<file path="src/raycast_column_march_core_assert.svh">
// ----------------------------------------------------------------------------
// raycast_column_march_core assertion macros
// Clocked implication checks used at the end of the top level.
// ----------------------------------------------------------------------------
`ifndef RAYCAST_COLUMN_MARCH_CORE_ASSERT_SVH
`define RAYCAST_COLUMN_MARCH_CORE_ASSERT_SVH

// same-cycle implication, disabled during reset
`define RCM_ASSERT_SAME(lbl, ante, cons) \
  lbl: assert property (@(posedge clk) disable iff (!rst_n) (ante) |-> (cons)) \
    else $error("raycast_column_march_core: check failed");

// next-cycle implication, disabled during reset
`define RCM_ASSERT_NEXT(lbl, ante, cons) \
  lbl: assert property (@(posedge clk) disable iff (!rst_n) (ante) |=> (cons)) \
    else $error("raycast_column_march_core: check failed");

`endif

</file>
<file path="src/rcm_pkg.sv">
// ----------------------------------------------------------------------------
// rcm_pkg
// Fixed constants of the column ray marcher: sine polynomial, register codes.
// ----------------------------------------------------------------------------
package rcm_pkg;

  // sine polynomial coefficients, Q14
  localparam logic [14:0] SIN_A = 15'd25736;
  localparam logic [14:0] SIN_B = 15'd10512;
  localparam logic [14:0] SIN_C = 15'd1160;

  // configuration register indexes
  localparam logic [2:0] REG_VIEWER_X  = 3'd0;
  localparam logic [2:0] REG_VIEWER_Y  = 3'd1;
  localparam logic [2:0] REG_VIEW_ANG  = 3'd2;
  localparam logic [2:0] REG_FOV       = 3'd3;
  localparam logic [2:0] REG_WALL_A    = 3'd4;
  localparam logic [2:0] REG_WALL_B    = 3'd5;
  localparam logic [2:0] REG_WALL_C    = 3'd6;
  localparam logic [2:0] REG_WALL_D    = 3'd7;

  // field widths
  localparam int CFG_W  = 64;
  localparam int ANG_W  = 12;
  localparam int POS_W  = 25;

  typedef logic signed [15:0] sine_t;

endpackage

</file>
<file path="src/raycast_column_march_core.sv">
// ----------------------------------------------------------------------------
// raycast_column_march_core
// Fixed-step ray march of one screen column through a 16x16 wall bitmap.
// ----------------------------------------------------------------------------
// Channel | Direction | Signals                          | Transfer
// in      | slave     | in_tvalid/in_tready/in_tdata     | column index
// out     | master    | out_tvalid/out_tready/tdata/tuser| hit result
// cfg     | write     | cfg_wr_en/cfg_index/cfg_data     | one register
//
// A column passes through an idle state, the ray angle (multiply, reciprocal
// multiply), the shared multiplier for three sines, the two step increments,
// k + 1 march steps (k the hit step) and the load of the output register.
// A hit past step zero in front of the view adds the height (multiply, load,
// bit-serial divider, saturate); a miss marches all MAX_STEPS steps.
// in_tready is high only while idle; a finished result waits in the output
// register while the next column is taken. Reset is synchronous, active low.
// ----------------------------------------------------------------------------
module raycast_column_march_core #(
  parameter int SCREEN_HEIGHT  = 512,
  parameter int RAY_COLUMNS    = 512,
  parameter int MAP_SIZE       = 16,
  parameter int MAX_STEPS      = 400,
  parameter int STEPS_PER_CELL = 20
) (
  input  logic        clk,
  input  logic        rst_n,
  input  logic        in_tvalid,
  output logic        in_tready,
  input  logic [15:0] in_tdata,   // [8:0] column_index
  output logic        out_tvalid,
  input  logic        out_tready,
  // [8:0] hit_step, [12:9] hit_cell_x, [16:13] hit_cell_y,
  // [26:17] slice_height, [35:27] column_top, [45:36] screen_column
  output logic [47:0] out_tdata,
  output logic [0:0]  out_tuser,  // [0] wall_hit
  input  logic        cfg_wr_en,
  input  logic [2:0]  cfg_index,
  input  logic [63:0] cfg_data
);

  localparam int KW   = $clog2(MAX_STEPS + 1);
  localparam int DIVQ = 4 * STEPS_PER_CELL;
  localparam int DW   = $clog2(DIVQ);
  localparam int PW   = rcm_pkg::POS_W;
  localparam longint H_NUM_L = longint'(SCREEN_HEIGHT) * STEPS_PER_CELL * 16384;
  localparam logic [31:0] H_NUM = 32'(H_NUM_L);
  localparam logic signed [PW-1:0] LIM = PW'(MAP_SIZE * 4096);
  // reciprocals: step increment (shift 22), ray angle (shift 37)
  localparam longint DRECIP = ((longint'(1) << 22) + DIVQ - 1) / DIVQ;
  localparam longint ARECIP = ((longint'(1) << 37) + 2 * RAY_COLUMNS - 1) /
                              (2 * RAY_COLUMNS);

  localparam logic [4:0] S_IDLE = 5'd0,  S_AMUL = 5'd1,  S_ALD  = 5'd2,
                         S_DIV  = 5'd3,  S_ASET = 5'd4,  S_SM0  = 5'd5,
                         S_SM1  = 5'd6,  S_SM2  = 5'd7,  S_SM3  = 5'd8,
                         S_SEND = 5'd9,  S_XLD  = 5'd10, S_XFIX = 5'd11,
                         S_YLD  = 5'd12, S_YFIX = 5'd13, S_MARCH= 5'd14,
                         S_HMUL = 5'd15, S_HLD  = 5'd16, S_HSET = 5'd17,
                         S_FIN  = 5'd18, S_AREC = 5'd19;

  // configuration registers
  logic [15:0] vx_r, vy_r;
  logic [11:0] view_r, fov_r;
  logic [63:0] wa_r, wb_r, wc_r, wd_r;

  logic [4:0]  state_r, ret_r;
  logic [8:0]  idx_r;
  logic [11:0] ang_r;
  logic [1:0]  sel_r;
  logic signed [63:0] prod_r;
  logic [14:0] z2_r;
  rcm_pkg::sine_t cs_r, sn_r, crel_r;

  // divider
  logic [31:0] num_r, den_r, rem_r, quo_r;
  logic [5:0]  cnt_r;

  // march
  logic signed [23:0] qx_r, qy_r;
  logic signed [11:0] incx_r, incy_r;
  logic [DW-1:0] rcx_r, rcy_r, rx_r, ry_r;
  logic [KW-1:0] k_r;
  logic [11:0] h_r;
  logic [3:0]  hx_r, hy_r;
  logic        hit_r;

  logic        out_valid_r;
  logic [47:0] out_data_r;
  logic        out_hit_r;
  logic        fin_go;

  // ---- sine argument for the current selector ----
  logic [11:0] sin_a;
  logic [10:0] qq;
  logic [14:0] zz;
  always_comb begin
    case (sel_r)
      2'd0:    sin_a = ang_r + 12'd1024;
      2'd1:    sin_a = ang_r;
      default: sin_a = ang_r - view_r + 12'd1024;
    endcase
    qq = sin_a[10] ? (11'd1024 - {1'b0, sin_a[9:0]}) : {1'b0, sin_a[9:0]};
    zz = {qq, 4'b0};
  end

  // ---- magnitude of the sine being split into a step increment ----
  logic [15:0] abs_v;
  logic [11:0] h_sat;
  always_comb begin
    abs_v = (state_r == S_XLD || state_r == S_XFIX) ?
            (cs_r[15] ? 16'(-cs_r) : 16'(cs_r)) :
            (sn_r[15] ? 16'(-sn_r) : 16'(sn_r));
    h_sat = (quo_r < 32'(SCREEN_HEIGHT)) ? 12'(quo_r) : 12'(SCREEN_HEIGHT);
  end

  // ---- shared multiplier ----
  logic signed [31:0] mul_a, mul_b;
  logic signed [63:0] mul_p;
  logic [14:0] t1, t2;
  always_comb begin
    t1 = 15'(rcm_pkg::SIN_B - prod_r[28:14]);
    t2 = 15'(rcm_pkg::SIN_A - prod_r[28:14]);
    mul_a = '0;
    mul_b = '0;
    unique case (state_r)
      S_AMUL: begin
        mul_a = $signed({22'b0, idx_r, 1'b0}) - 32'(RAY_COLUMNS);
        mul_b = {20'b0, fov_r};
      end
      S_AREC: begin mul_a = $signed(num_r); mul_b = 32'(ARECIP); end
      S_SM0: begin mul_a = {17'b0, zz}; mul_b = {17'b0, zz}; end
      S_SM1: begin mul_a = {17'b0, rcm_pkg::SIN_C}; mul_b = {17'b0, prod_r[28:14]}; end
      S_SM2: begin mul_a = {17'b0, t1}; mul_b = {17'b0, z2_r}; end
      S_SM3: begin mul_a = {17'b0, t2}; mul_b = {17'b0, zz}; end
      S_XLD, S_YLD: begin mul_a = {16'b0, abs_v}; mul_b = 32'(DRECIP); end
      S_HMUL: begin mul_a = 32'($unsigned(k_r)); mul_b = 32'(crel_r); end
      default: begin mul_a = '0; mul_b = '0; end
    endcase
    mul_p = mul_a * mul_b;
  end

  // ---- divider step ----
  logic [32:0] rem_sh;
  logic        div_ge;
  logic [4:0]  bit_idx;
  always_comb begin
    bit_idx = 5'(cnt_r - 6'd1);
    rem_sh  = {rem_r, num_r[bit_idx]};
    div_ge  = rem_sh >= {1'b0, den_r};
  end

  // ---- wall test at the current position ----
  logic signed [PW-1:0] px, py;
  logic [255:0] wall_vec;
  logic        is_wall;
  logic [3:0]  cx_cl, cy_cl;
  always_comb begin
    px = $signed({9'b0, vx_r}) + PW'(qx_r);
    py = $signed({9'b0, vy_r}) + PW'(qy_r);
    wall_vec = {wd_r, wc_r, wb_r, wa_r};
    is_wall = px[PW-1] || py[PW-1] || (px >= LIM) || (py >= LIM) ||
              wall_vec[{py[15:12], px[15:12]}];
    if (px[PW-1]) cx_cl = 4'd0;
    else if (px[PW-1:12] > 13'(MAP_SIZE - 1)) cx_cl = 4'(MAP_SIZE - 1);
    else cx_cl = px[15:12];
    if (py[PW-1]) cy_cl = 4'd0;
    else if (py[PW-1:12] > 13'(MAP_SIZE - 1)) cy_cl = 4'(MAP_SIZE - 1);
    else cy_cl = py[15:12];
  end

  // ---- per-step remainder carries ----
  logic [DW:0] rx_sum, ry_sum;
  logic        cx_c, cy_c;
  always_comb begin
    rx_sum = {1'b0, rx_r} + {1'b0, rcx_r};
    ry_sum = {1'b0, ry_r} + {1'b0, rcy_r};
    cx_c = rx_sum >= (DW+1)'(DIVQ);
    cy_c = ry_sum >= (DW+1)'(DIVQ);
  end

  // floor-division fixup of a signed increment
  logic signed [11:0] inc_nxt;
  logic [DW-1:0]      rc_nxt;
  logic               fix_neg;
  logic [10:0]        dq;
  logic [15:0]        dr;
  always_comb begin
    fix_neg = (state_r == S_XFIX) ? cs_r[15] : sn_r[15];
    dq = prod_r[32:22];
    dr = abs_v - 16'(32'(dq) * DIVQ);
    if (!fix_neg) begin
      inc_nxt = 12'(dq);
      rc_nxt  = DW'(dr);
    end else if (dr == '0) begin
      inc_nxt = -12'(dq);
      rc_nxt  = '0;
    end else begin
      inc_nxt = -12'(dq) - 12'sd1;
      rc_nxt  = DW'(16'(DIVQ) - dr);
    end
  end

  assign in_tready  = (state_r == S_IDLE);
  assign out_tvalid = out_valid_r;
  assign out_tdata  = out_data_r;
  assign out_tuser  = out_hit_r;
  assign fin_go     = (state_r == S_FIN) && (!out_valid_r || out_tready);

  // ---- configuration writes ----
  always_ff @(posedge clk) begin
    if (!rst_n) begin
      vx_r <= 16'd8192;
      vy_r <= 16'd57344;
      view_r <= 12'd3980;
      fov_r <= 12'd683;
      wa_r <= '0; wb_r <= '0; wc_r <= '0; wd_r <= '0;
    end else if (cfg_wr_en) begin
      unique case (cfg_index)
        rcm_pkg::REG_VIEWER_X: vx_r   <= cfg_data[15:0];
        rcm_pkg::REG_VIEWER_Y: vy_r   <= cfg_data[15:0];
        rcm_pkg::REG_VIEW_ANG: view_r <= cfg_data[11:0];
        rcm_pkg::REG_FOV:      fov_r  <= cfg_data[11:0];
        rcm_pkg::REG_WALL_A:   wa_r   <= cfg_data;
        rcm_pkg::REG_WALL_B:   wb_r   <= cfg_data;
        rcm_pkg::REG_WALL_C:   wc_r   <= cfg_data;
        rcm_pkg::REG_WALL_D:   wd_r   <= cfg_data;
        default: ;
      endcase
    end
  end

  // ---- sequencer ----
  always_ff @(posedge clk) begin
    if (!rst_n) begin
      state_r <= S_IDLE;
      ret_r <= S_IDLE;
      out_valid_r <= 1'b0;
      sel_r <= '0;
      cnt_r <= '0;
    end else begin
      // load the output register or drop it after its transfer
      if (fin_go) out_valid_r <= 1'b1;
      else if (out_tready) out_valid_r <= 1'b0;
      unique case (state_r)
        S_IDLE: begin
          if (in_tvalid) begin
            idx_r <= in_tdata[8:0];
            state_r <= S_AMUL;
          end
        end
        S_AMUL: begin
          prod_r <= mul_p;
          state_r <= S_ALD;
        end
        // angle numerator, then its quotient by twice the column count
        S_ALD: begin
          num_r <= 32'(prod_r + 64'(longint'(8192) * RAY_COLUMNS));
          state_r <= S_AREC;
        end
        S_AREC: begin
          prod_r <= mul_p;
          state_r <= S_ASET;
        end
        S_DIV: begin
          rem_r <= div_ge ? 32'(rem_sh - {1'b0, den_r}) : rem_sh[31:0];
          quo_r <= {quo_r[30:0], div_ge};
          cnt_r <= cnt_r - 6'd1;
          if (cnt_r == 6'd1) state_r <= ret_r;
        end
        S_ASET: begin
          ang_r <= view_r + prod_r[48:37];
          sel_r <= 2'd0;
          state_r <= S_SM0;
        end
        S_SM0: begin prod_r <= mul_p; state_r <= S_SM1; end
        S_SM1: begin z2_r <= prod_r[28:14]; prod_r <= mul_p; state_r <= S_SM2; end
        S_SM2: begin prod_r <= mul_p; state_r <= S_SM3; end
        S_SM3: begin prod_r <= mul_p; state_r <= S_SEND; end
        // store the signed sine for this selector
        S_SEND: begin
          case (sel_r)
            2'd0:    cs_r   <= sin_a[11] ? -16'(prod_r[28:14]) : 16'(prod_r[28:14]);
            2'd1:    sn_r   <= sin_a[11] ? -16'(prod_r[28:14]) : 16'(prod_r[28:14]);
            default: crel_r <= sin_a[11] ? -16'(prod_r[28:14]) : 16'(prod_r[28:14]);
          endcase
          if (sel_r == 2'd2) begin
            state_r <= S_XLD;
          end else begin
            sel_r <= sel_r + 2'd1;
            state_r <= S_SM0;
          end
        end
        // reciprocal multiply of the sine magnitude by four times the step count per cell
        S_XLD, S_YLD: begin
          prod_r <= mul_p;
          state_r <= (state_r == S_XLD) ? S_XFIX : S_YFIX;
        end
        S_XFIX: begin
          incx_r <= inc_nxt; rcx_r <= rc_nxt;
          state_r <= S_YLD;
        end
        S_YFIX: begin
          incy_r <= inc_nxt; rcy_r <= rc_nxt;
          qx_r <= '0; qy_r <= '0; rx_r <= '0; ry_r <= '0;
          k_r <= '0;
          state_r <= S_MARCH;
        end
        // test one step, then advance both axes
        S_MARCH: begin
          if (is_wall) begin
            hit_r <= 1'b1;
            hx_r <= cx_cl; hy_r <= cy_cl;
            if (k_r != '0 && !crel_r[15] && crel_r != '0) begin
              state_r <= S_HMUL;
            end else begin
              h_r <= 12'(SCREEN_HEIGHT);
              state_r <= S_FIN;
            end
          end else if (k_r == KW'(MAX_STEPS - 1)) begin
            hit_r <= 1'b0;
            hx_r <= '0; hy_r <= '0; k_r <= '0; h_r <= '0;
            state_r <= S_FIN;
          end else begin
            rx_r <= cx_c ? DW'(rx_sum - (DW+1)'(DIVQ)) : DW'(rx_sum);
            ry_r <= cy_c ? DW'(ry_sum - (DW+1)'(DIVQ)) : DW'(ry_sum);
            qx_r <= qx_r + 24'(incx_r) + {23'b0, cx_c};
            qy_r <= qy_r + 24'(incy_r) + {23'b0, cy_c};
            k_r <= k_r + KW'(1);
          end
        end
        S_HMUL: begin prod_r <= mul_p; state_r <= S_HLD; end
        S_HLD: begin
          num_r <= H_NUM;
          den_r <= prod_r[31:0];
          rem_r <= '0; quo_r <= '0;
          cnt_r <= 6'd32;
          ret_r <= S_HSET;
          state_r <= S_DIV;
        end
        S_HSET: begin h_r <= h_sat; state_r <= S_FIN; end
        // hand the result to the output register once it is free
        S_FIN: begin
          if (fin_go) begin
            out_hit_r <= hit_r;
            out_data_r <= {2'b0,
                           10'(10'(RAY_COLUMNS) + {1'b0, idx_r}),
                           9'(hit_r ? (12'(SCREEN_HEIGHT / 2) - (h_r >> 1)) : 12'd0),
                           10'(h_r), hy_r, hx_r, 9'(k_r)};
            state_r <= S_IDLE;
          end
        end
        default: state_r <= S_IDLE;
      endcase
    end
  end

`include "raycast_column_march_core_assert.svh"

  `RCM_ASSERT_NEXT(a_busy_after_take, in_tvalid && in_tready, !in_tready)
  `RCM_ASSERT_SAME(a_step_in_range, state_r == S_MARCH, k_r < KW'(MAX_STEPS))
  `RCM_ASSERT_SAME(a_div_count_live, state_r == S_DIV, cnt_r != 6'd0)
  `RCM_ASSERT_SAME(a_miss_zero_height, out_tvalid && !out_tuser[0], out_tdata[26:17] == 10'd0)

endmodule
</file>
<file path="config.mk">
export PLATFORM = sky130hd
export DESIGN_NAME = raycast_column_march_core
export DESIGN_NICKNAME = d
export VERILOG_FILES = /design/src/rcm_pkg.sv /design/src/raycast_column_march_core.sv
export VERILOG_INCLUDE_DIRS = /design/src /design/src/src
export SDC_FILE = /design/constraint.sdc
export NUM_CORES = 2
export LEC_CHECK = 0
export ABC_AREA = 1
export ABC_CLOCK_PERIOD_IN_PS = 13950
export BUFFER_PORTS_ARGS = -buffer_cell sky130_fd_sc_hd__buf_2
export CORE_MARGIN = 2
export CORE_UTILIZATION = 55
export DETAILED_ROUTE_END_ITERATION = 10
export MAX_ROUTING_LAYER = met4
export PLACE_DENSITY = 0.74
export SETUP_SLACK_MARGIN = 0.4
export SLEW_MARGIN = 20
export SYNTH_ARGS = -nofsm -noshare
export SYNTH_HDL_FRONTEND = slang
export SYNTH_SLANG_ARGS = --single-unit
</file>
<file path="constraint.sdc">
create_clock -name clk -period 13.95 [get_ports clk]
set_input_delay 4.185 -clock clk [delete_from_list [all_inputs] [get_ports clk]]
set_output_delay 4.185 -clock clk [all_outputs]
set_load 0.02 [all_outputs]
</file>
Word level (Yosys, flattened, before mapping)
Cells that the tools add are included.
Storage, ports and cells
  RAM bits: 0
  output and inout bits: 51
  input bits: 88
  memory bits (read-only): 0
  bits in latches: 0
  memories: 0
  logic and storage cells: 243
  bits in registers: 763
Operators by class
  mux-type cells: 65
  shift operators: 0
  multipliers: 2
  reduce and logical (&&, ||, !) cells: 55
  order comparisons: 10
  divide/modulo/power cells: 0
  $add $sub $neg: 32
  bitwise logic cells: 1
  equality and inequality tests: 38
Operator list (count)
  $pmux W32 S8: 1
  $pmux W32 S7: 1
  $pmux W32 S2: 3
  $mux W24: 4
  $pmux W24 S2: 2
  $pmux W5 S19: 1
  $mux W16: 4
  $mux W7: 8
  $add A17 B24 Y25: 2
  $ge A25 B18 Y1 const B: 2
  $mul A32 B32 Y49: 1
  $add A24 B1 Y24: 2
  $add A24 B24 Y24: 2
  $eq A5 B4 Y1 const B: 8
  $mux W10: 4
  $reduce_and A2 Y1: 17
  $ge A33 B32 Y1: 1
  $add A32 B24 Y32 const B: 1
  $lt A32 B10 Y1 const B: 1
  $mux W32: 1
  $mux W4: 8
  $neg A16 Y16: 2
  $sub A32 B32 Y32: 1
  $mux W5: 6
  66 further kinds: 120

Logic depth before layout (Yosys ltp)
  depth after elaboration: 7
  gate-level depth with buffers: 55
  gate-level depth less buffers: 54

Least setup slack after synthesis
OpenSTA, ideal clock, no wires.
  path type: input -> register
  start point: input rst_n
  end point: register qx_r[0], enable pin
  setup time: 0.581 ns
  arrival: 9.250 ns
  slack: 4.118 ns
  path buffers: 2
  stages: 4
  data required time: 13.369 ns
  path through: clkbuf_1 inv_1 clkbuf_1 a221oi_1
On the way
  longest elaborated chain between the ends: 1
Ends and longest elaborated chain
  start: declaration: RTL line raycast_column_march_core.sv:26  | input logic rst_n,
  $reduce_and A4 Y1 (no source line)
  end signal: assignment: RTL line raycast_column_march_core.sv:326  | qx_r <= qx_r + 24'(incx_r) + {23'b0, cx_c};
  end: declaration: RTL line raycast_column_march_core.sv:79  | logic signed [23:0] qx_r, qy_r;
Every way passes these cells.
A chain may end at the register's enable or synchronous reset.

Worst setup path in the final report
  start point: register state_r[4]
  end point: register prod_r[47] (data pin)
On the way
  longest elaborated chain between the ends: 5
  elaborated cells on any way between the ends: 17
  classes of those cells: mul (1); eq/ne (10); mux (3); reduce/logical (3)
Ends and longest elaborated chain
  start: declaration: RTL line raycast_column_march_core.sv:66  | logic [4:0] state_r, ret_r;
  start signal: assignment: RTL line raycast_column_march_core.sv:268  | if (cnt_r == 6'd1) state_r <= ret_r;
  start signal: assignment: RTL line raycast_column_march_core.sv:296  | state_r <= (state_r == S_XLD) ? S_XFIX : S_YFIX;
  $eq A5 B4 Y1, on equally long branches: RTL line raycast_column_march_core.sv:110, raycast_column_march_core.sv:125
  $logic_or A1 B1 Y1: RTL line raycast_column_march_core.sv:110  | abs_v = (state_r == S_XLD || state_r == S_XFIX) ?
  $mux W16: RTL line raycast_column_march_core.sv:110
  $pmux W32 S8: RTL line raycast_column_march_core.sv:125  | unique case (state_r)
  $mul A32 B32 Y49 *: RTL line raycast_column_march_core.sv:139  | mul_p = mul_a * mul_b;
  via mul_p[47]: RTL line raycast_column_march_core.sv:118  | logic signed [63:0] mul_p;
  end signal: assignment: RTL line raycast_column_march_core.sv:252  | prod_r <= mul_p;
  end signal: assignment: RTL line raycast_column_march_core.sv:261  | prod_r <= mul_p;
  end signal: assignment: RTL line raycast_column_march_core.sv:295  | prod_r <= mul_p;
  end: declaration: RTL line raycast_column_march_core.sv:70  | logic signed [63:0] prod_r;
The timed path passes the listed nets; every way through them passes the cells marked *.

==> summary.txt <==
Synth
  • Primary FF master, synth: edfxtp_1
  • Number of synthesized flops with an enable pin: around 430
  • #FFs+latches synth: 758
  • Mapped Area: 66100 um^2
  • Cells after Synth: a little under 8k
  • Sequential-to-total area share from yosys stat: 0.295
  • YS warnings: 0
  • Post-synthesis cell type count: 67
  • Avg Inst Size Synth: around 8.6 um^2
  • Asr flop ratio synth: 0

Final layout
  • Final nets: slightly above 9k
  • Finished Cell Area: between 70000 and 80000 um^2
  • Layout cells sized above 1: 0.0504
  • # fillers: 10.3k
  • Fin cells: roughly 9.6k
  • Post-layout util: 0.598
  • Area Growth Syn to Fin: 8.28%

CTS
  • Root buf cell: clkbuf_16
  • CTS clk-pin slew, worst paths: roughly 0.07 ns
  • Number of buffers created by CTS: 76
  • CTS sink cnt: about 760
  • Post-CTS setup buffer count: 0
  • Clk buf depth: 3
  • Resized cells post-CTS: 0
  • H-Tree Depth: 3
  • Clock Latency Late Sink: 0.66 ns
  • Hold Buf Count CTS: 0
  • CTS tree: built

Route
  • DR pass1 iterations: 8
  • Via Count: 52.3k
  • Residual DRC: 0
  • Antenna-violating nets left: 0
  • WL/cell: ~19 um
  • Drt total wl: roughly 180 mm
  • Drt via density: between 5 and 6
  • Initial DRC count: 5182

Pwr
  • Internal power: a little under 9 mW
  • Switch share: 0.505
  • Seq pwr share: 0.172
  • Worst vdd ir: 0.780 mV
  • Net Switching: roughly 9.1 mW
  • Comb pwr share: 0.711
  • Clk pwr share: 0.117
  • Static leakage: roughly 34 nW
  • Power per cell area: roughly 250 nW/um^2

Worst setup path
  • Cell mode on critical path: inv_1
  • Crit start category: flop
  • R2R depth: 40
  • Kind of critical path: reg -> reg
  • CP required: around 14 ns
  • CP max stage cell: nand2_1
  • Critical Path Fanout Max: 18
  • Worst R2R End: prod_r[47]
  • Reg2reg setup slack: 1.84 ns
  • Reg-to-Reg Start: state_r[4]
  • CP Capture Type: flop
  • CP arrival: between 10 and 15 ns
  • Max stage delay on crit path: just under 0.7 ns

STA
  • Max-slew headroom: 0.208
  • Fin crit share: 0.868
  • Clk_skew: between 0.04 and 0.05 ns
  • Worst Tran Pin Value: approximately 1.2 ns
  • Achievable Freq: just over 0.08 GHz
  • Final setup fails: 0
  • Final min period: approximately 12 ns
  • RSZ-0062 raised after global routing: no
  • Hold Vio Cnt, Final: 0
  • Max-slew violation count: 0
  • Setup TNS Final: 0 ns
  • Post-layout worst setup margin: 1.84 ns

Floorplanning
  • Initial Util: 0.553
  • Total Die Area: between 100000 and 150000 um^2
  • Die height: roughly 350 um
  • IO Count: approximately 140
  • Die width: about 350 um
  • CORE AREA: roughly 120000 um^2
  • Row Count: 127

Placement
  • Area post-placement: around 70000 um^2
  • Detailed Place HPWL: 137 mm
  • IO buf count: between 100 and 150
  • Post-Place Cells: around 9.4k
  • Gp weighted congestion: slightly below 1
  • DP Worst Slack: a little over 2 ns

Global route
  • Total GRT Usage: 0.302
  • Vias in the first global route: between 50k and 60k
  • First-pass GRT wire length: ~280 mm
  • Antenna violations before repair: 4
  • GRT overflow: 0
  • Largest net degree at the start of global routing: between 200 and 300

Worst hold path
  • Hold Crit Endpoint: out_tdata[17]
  • WHS Path Cells: 0
  • Worst Hold Class: reg -> reg
  • Hold_sp: h_r[0]

Run status
  • Status: completed

Run
  • Max_cap viols: 0
through the flow:
step                power (mW)  hold slack [ns]
detailed placement        15.6            0.405
floorplan                 11.8            0.400
global route              19.5            0.422
global placement          15.4            0.403
CTS                       17.8            0.420
finish                    18.0            0.416
worst max-delay path: cells and delay by family, from the launching register on:
family	cells	cell delay, ns
DFF	1	0.37
AOI/OAI and AO/OA	6	0.86
buffers and inverters	11	2.22
adders and majority gates	9	4.63
xor gates and xnor gates	1	0.16
and+or+nand+nor	13	3.57
metal layers:
metal / wire, um / vias to the layer above / global-route usage
li1: - / 24400 / -
met1: 71600 / 25500 / 0.389
met2: 84400 / 2054 / 0.487
met3: 15300 / 379 / 0.0472
met4: 6680 / 0 / 0.108
met5: 0 / - / -
worst max path at each step:
stage / end / startpoint / slack (ns)
after floorplan: qx_r[0] / rst_n / 4.12
after detailed placement: prod_r[47] / view_r[2] / 2.03
after global placement: prod_r[47] / state_r[0] / 2.09
final: prod_r[47] / state_r[4] / 1.84
after global routing: prod_r[47] / view_r[2] / 1.15
after CTS: prod_r[47] / view_r[2] / 1.98
placed cells by master, fill, tap and decap left out, drive strengths merged, types with 5 or more instances in the layout:
cell,count
a21oi,365
o22ai,5
clkinv,34
or2,17
conb,202
nor2,1072
nor4,26
a2111oi,5
nand3b,10
a21boi,5
xnor2,84
nand4,21
o21bai,9
nand3,364
ha,376
a211oi,11
fa,820
buf,200
o211ai,28
nand2,1084
a31oi,29
nor3,54
a41oi,5
o21a,33
clkinvlp,8
dfxtp,327
clkbuf,97
o2111ai,6
nor3b,6
o21ai,561
edfxtp,431
inv,1478
a221oi,9
a21o,12
o31ai,5
xor2,126
cell families after synthesis:
group / count (synthesis) / synth area share
DFF: 758 / 0.295
and+or+nand+nor: 2662 / 0.164
AOI/OAI and AO/OA: 1104 / 0.0910
adders and majority gates: 1196 / 0.319
buffers and inverters: 1756 / 0.103
xor gates and xnor gates: 210 / 0.0283
muxes: 1 / 0.000151
other: 2 / 0.000114
cell usage after synthesis, drive strengths merged, types with 3 or more instances:
library cell	number	area, um^2
inv	1471	5520
a21o	12	90.1
a41oi	5	43.8
xor2	126	1120
o211ai	28	210
and2	4	25.0
clkbuf	196	742
o31ai	5	37.5
nand2	1084	4090
or2	17	106
ha	376	4700
a22o	3	26.3
xnor2	84	751
nor3	54	270
nand4	21	138
a21oi	365	1830
a21boi	5	48.8
o41ai	4	35.0
o21bai	9	67.6
a2111oi	5	45.0
a221oi	9	78.8
fa	820	16400
o22ai	5	31.3
nand3b	10	75.1
nor3b	6	45.0
nor4	26	163
dfxtp	327	6550
edfxtp	431	12900
o21ai	561	2820
buf	75	463
clkinv	14	52.6
o2111ai	6	52.6
nand3	364	1840
o21a	33	248
o221ai	4	35.0
nor2	1072	4060
a31oi	29	181
a211oi	11	82.6
final cells by class:
class	count	area (um^2)	share of cell area
antenna	3	7.51	0.000105
clock buffer	97	2120	0.0296
clock inverter	39	405	0.00566
inverter	1485	5570	0.0778
multi-input combinational	5375	40800	0.570
sequential	758	19500	0.272
tap	1612	2020	0.0282
timing repair buffer	200	1200	0.0168
state kept, by name (all words and copies together), names as in the netlist, 24 cells and up:
| name | flops |
|---|---|
| qy_r | 24 |
| qx_r | 24 |
| num_r | 32 |
| wc_r | 64 |
| rem_r | 32 |
| out_tdata | 45 |
| quo_r | 32 |
| wa_r | 64 |
| wb_r | 64 |
| den_r | 32 |
| wd_r | 64 |
| prod_r | 45 |
power groups by stage:
| stage | Combinational (mW) | Clock [mW] | Sequential [mW] |
|---|---|---|---|
| 2_1_floorplan | 8.68 | 0 | 3.10 |
| 3_3_place_gp | 12.3 | 0 | 3.14 |
| 3_5_place_dp | 12.5 | 0 | 3.15 |
| 4_1_cts | 12.6 | 2.12 | 3.10 |
| 5_1_grt | 14.2 | 2.20 | 3.11 |
| 6_report | 12.8 | 2.10 | 3.10 |
No activity file was read; power rests on OpenSTA's default activity.
